<file path="src/midi_output_coalescing_queue_top_defines.svh">
// assertion macros for the midi output coalescing queue
`ifndef MIDI_OUTPUT_COALESCING_QUEUE_TOP_DEFINES_SVH
`define MIDI_OUTPUT_COALESCING_QUEUE_TOP_DEFINES_SVH

`ifndef ASSERT_OFF
`define MOCQ_ASSERT(lbl, clk, rstn, prop) \
  lbl: assert property (@(posedge clk) disable iff (!rstn) prop) \
    else $error("mocq assertion failed");
`define MOCQ_ASSERT_NEVER(lbl, clk, rstn, cond) \
  `MOCQ_ASSERT(lbl, clk, rstn, !(cond))
`else
`define MOCQ_ASSERT(lbl, clk, rstn, prop)
`define MOCQ_ASSERT_NEVER(lbl, clk, rstn, cond)
`endif

`endif

</file>
<file path="src/mocq_ram.sv">
// generic single-write, single-read ram with registered read data
module mocq_ram #(
  parameter int WIDTH = 8,
  parameter int DEPTH = 16
) (
  input  logic                     clk,
  input  logic                     wr_en,
  input  logic [$clog2(DEPTH)-1:0] wr_addr,
  input  logic [WIDTH-1:0]         wr_data,
  input  logic                     rd_en,
  input  logic [$clog2(DEPTH)-1:0] rd_addr,
  output logic [WIDTH-1:0]         rd_data
);

  logic [WIDTH-1:0] mem_r [DEPTH];

  always_ff @(posedge clk) begin
    if (wr_en) begin
      mem_r[wr_addr] <= wr_data;
    end
    if (rd_en) begin
      rd_data <= mem_r[rd_addr];
    end
  end

endmodule
</file>
<file path="config.mk">
export PLATFORM = sky130hd
export DESIGN_NAME = mocq_ram
export DESIGN_NICKNAME = d
export VERILOG_FILES = /design/src/midi_output_coalescing_queue_top_defines.svh /design/src/mocq_ram.sv
export SDC_FILE = /design/constraint.sdc
export NUM_CORES = 1
export LEC_CHECK = 0
export ABC_AREA = 1
export ABC_CLOCK_PERIOD_IN_PS = 3300
export BUFFER_PORTS_ARGS = -buffer_cell sky130_fd_sc_hd__buf_2
export CORE_UTILIZATION = 61
export DETAILED_ROUTE_END_ITERATION = 10
export PLACE_DENSITY = 0.91
export REMOVE_ABC_BUFFERS = 1
export SYNTH_ARGS = -nofsm -noshare
export SYNTH_HDL_FRONTEND = slang
export SYNTH_SLANG_ARGS = --single-unit
export TNS_END_PERCENT = 20
</file>
<file path="constraint.sdc">
create_clock -name clk -period 3.3 [get_ports clk]
set_input_delay 0.66 -clock clk [delete_from_list [all_inputs] [get_ports clk]]
set_output_delay 0.66 -clock clk [all_outputs]
set_load 0.02 [all_outputs]
</file>
==> run summary <==
Dividing total power by cell area gives a power density of ~630 nW/um^2. The tool flagged a number of max-cap violations equal to 0. In this run the most critical hold path is launched from rd_en. The gate count after technology mapping is 551. The row count came out at 35. The number of max-slew violations in the final report came out at 0.

The maximum net fanout on the critical path came out at slightly above 40. The cell-internal power is 3.30 mW. Headroom to the max-slew limit came out at 0.416. The setup clock skew after layout came out at 0.00614 ns. The chip height is 99.9 um. Total power for the finished layout comes to between 4 and 5 mW.

The logic depth of the worst register-to-register path is 6. The pin count of the biggest net entering global routing came out at 65. The flow ran to the end, and the final reports show no timing, DRC or antenna violations. The buffer count from post-CTS setup fixing is 0. The analysis attributes to net switching a power of 0.884 mW. The category of the worst setup path launch point is an input pin. The count of yosys warnings during synthesis is 0.

The hold violation count in the final report is 0. The minimum clock period after layout is 1.84 ns. The required time at the endpoint of the critical path is 3.57 ns. The maximum clock insertion buffer count is 2. The count of input and output buffers is 26. The cell chosen for the clock root is clkbuf_8. The total negative setup slack came out at 0 ns. The area growth from synthesis to final layout came out at 13.3%. The initial DRC count is 608.

The global-route wire length before repair came out at ~21000 um. The number of nets in the finished design is 595. The class of the most critical setup path is input pin to flop.

The average footprint of a synthesized cell is 10.6 um^2. Detailed placement ended at an HPWL of 7800 um. The top-level I/O count came out at 27.

The setup slack of the worst register-to-register path is 2.03 ns. The filler cell count is 578. The total length of routed wires came out at about 13000 um.

The clock transition at the registers of the reported paths is about 0.060 ns. The maximum vdd ir drop is 0.472 mV. Setup violations remaining at the end of the flow were counted as 0. The part of the cycle the worst path needs came out at 0.557.

The congestion estimate from routability-driven global placement came to 0.896. The sequential cells in the finished layout cover a total of 4080 um^2. For this run, the detailed router's first-pass iteration total came to 7. The share of the Yosys chip area taken by registers is 0.698. The via count of the first global-routing pass was 4002. The number of antenna violations at the first check in global routing is 0. The worst setup path is captured at a flop.

The relative contribution of combinational cells to total power is 0.058. The number of H-tree levels is 4. In this run the horizontal extent of the chip is 99.9 um. The number of nets with antenna violations after detailed routing is 0.

The analysis attributes to cell leakage a power of 2.85 nW. The sequential power share is 0.468. For this design, the sink count on the clock tree is 136.

The count of unique library cells instantiated by Yosys is 11. The initial standard-cell utilization of the core came out at 0.630. The final routed wire length divided by cell count is about 19 um. The hold path endpoint is rd_data[1].

The proportion of power drawn by the clock network came out at 0.475. Once layout is complete, the utilization of the core stands at 0.714. The worst hold-check slack is 0.500 ns. The number of remaining DRC errors is 0. The hold-fix buffer count after cts is 0. The cell area that synthesis handed to floorplanning was between 5000 and 6000 um^2. The arrival time at the worst endpoint came out at 2.11 ns.

Based on the critical path, the design can be clocked at up to 544 MHz. The clock latency reported for the late side of the worst-skew pair came out at roughly 0.52 ns. The overall via count from detail_route is 4035.

The overall track demand over capacity in global routing came out at 0.293. After global routing the overflow that remains totals 0. The path class of the tightest hold or removal check is input pin to flop. The full die area came out at 9980 um^2.

The worst register-to-register path begins at mem_r[0][4]. The number of synthesized register bits came out at 136. The placeable core region came out at 9280 um^2. The depth of the worst hold-timing path came out at 1.

The critical register-to-register path endpoint is rd_data[4]. The via density per instance is 5.62. Setup repair after global routing left no endpoint under its margin. In the final layout, the multi-input gates occupy around 1200 um^2. The share of post-route cells with drive strength above 1 is 0.104. The net switching fraction of the power is 0.211. TritonCTS built the clock tree.

In this run, post-CTS repair resized a total of 0 instances. The number of diodes added for antenna fixing came out at 0. The number of buffers created by CTS came out at 17.

The actual slew at the worst max-slew pin came out at 0.872 ns.
metrics by stage:
step / instances / area (um^2) / setup slack (ns)
after floorplan: 527 / 5680 / 1.52
after global placement: 686 / 6000 / 1.08
after detailed placement: 686 / 6000 / 0.985
after CTS: 718 / 6630 / 1.50
after global routing: 718 / 6630 / 1.38
final: 718 / 6630 / 1.46
flip-flops by register name, indices dropped and copies added, names as in the netlist:
signal / cells
mem_r: 128
rd_data: 8
per-layer routing:
metal / up-vias / wire, um / global-route usage
li1: 1831 / - / -
met1: 1852 / 4880 / 0.370
met2: 289 / 6440 / 0.476
met3: 63 / 1460 / 0.0578
met4: 0 / 678 / 0.169
met5: - / 0 / 0
worst max-delay path, cell delays in order:
cell,delay (ns)
buf_2,0.12
inv_2,0.51
buf_4,0.34
nand2_1,0.10
nand3_1,0.10
nand3_1,0.09
nand3_1,0.11
nand2_1,0.06
cell usage after synthesis:
| library cell | instances | area [um^2] |
|---|---|---|
| nand2_1 | 173 | 649 |
| edfxtp_1 | 136 | 4080 |
| inv_1 | 100 | 375 |
| nand3_1 | 97 | 485 |
| nor2_1 | 17 | 63.8 |
| buf_2 | 13 | 65.1 |
| buf_6 | 6 | 67.6 |
| buf_4 | 4 | 30.0 |
| inv_2 | 2 | 7.51 |
| nand3b_1 | 2 | 15.0 |
| buf_1 | 1 | 3.75 |
power groups by stage:
stage	Combinational, mW	Clock [mW]	Sequential [mW]
floorplan	0.104	0	2.00
global placement	0.220	0	1.99
detailed placement	0.231	0	1.99
CTS	0.236	1.98	1.96
global route	0.262	2.05	1.96
finish	0.241	1.99	1.96
final cells by class:
type	count	share of cell area
clock buffers	18	0.0631
multi-input cells	289	0.183
flip-flops and latches	136	0.616
inverters	102	0.0578
repair buffers	30	0.0242
well taps	129	0.0244
clock inverters	14	0.0310
worst max-delay path by stage:
| stage | start | endpoint | slack, ns | cells after the start |
|---|---|---|---|---|
| 2_1_floorplan | rd_addr[0] | rd_data[2] | 1.52 | 6 |
| 3_3_place_gp | rd_addr[0] | rd_data[4] | 1.08 | 8 |
| 3_5_place_dp | rd_addr[0] | rd_data[5] | 0.98 | 8 |
| 4_1_cts | rd_addr[0] | rd_data[5] | 1.50 | 8 |
| 5_1_grt | rd_addr[0] | rd_data[5] | 1.38 | 8 |
| 6_report | rd_addr[0] | rd_data[5] | 1.46 | 8 |
cell usage in the layout, fill, tap and decap left out, drive strengths merged:
master	netlist	layout
nand2	173	173
edfxtp	136	136
inv	102	102
nand3	97	97
buf	24	30
clkbuf	0	18
nor2	17	17
clkinv	0	7
bufinv	0	5
nand3b	2	2
clkinvlp	0	2
cell families (layout without fill, tap and decap cells):
group | Yosys count | count (layout) | synth area share
AND/OR/NAND/NOR | 289 | 289 | 0.208
buffers and inverters | 126 | 164 | 0.0939
flip-flops | 136 | 136 | 0.698
Power figures use the tool's default switching activity.
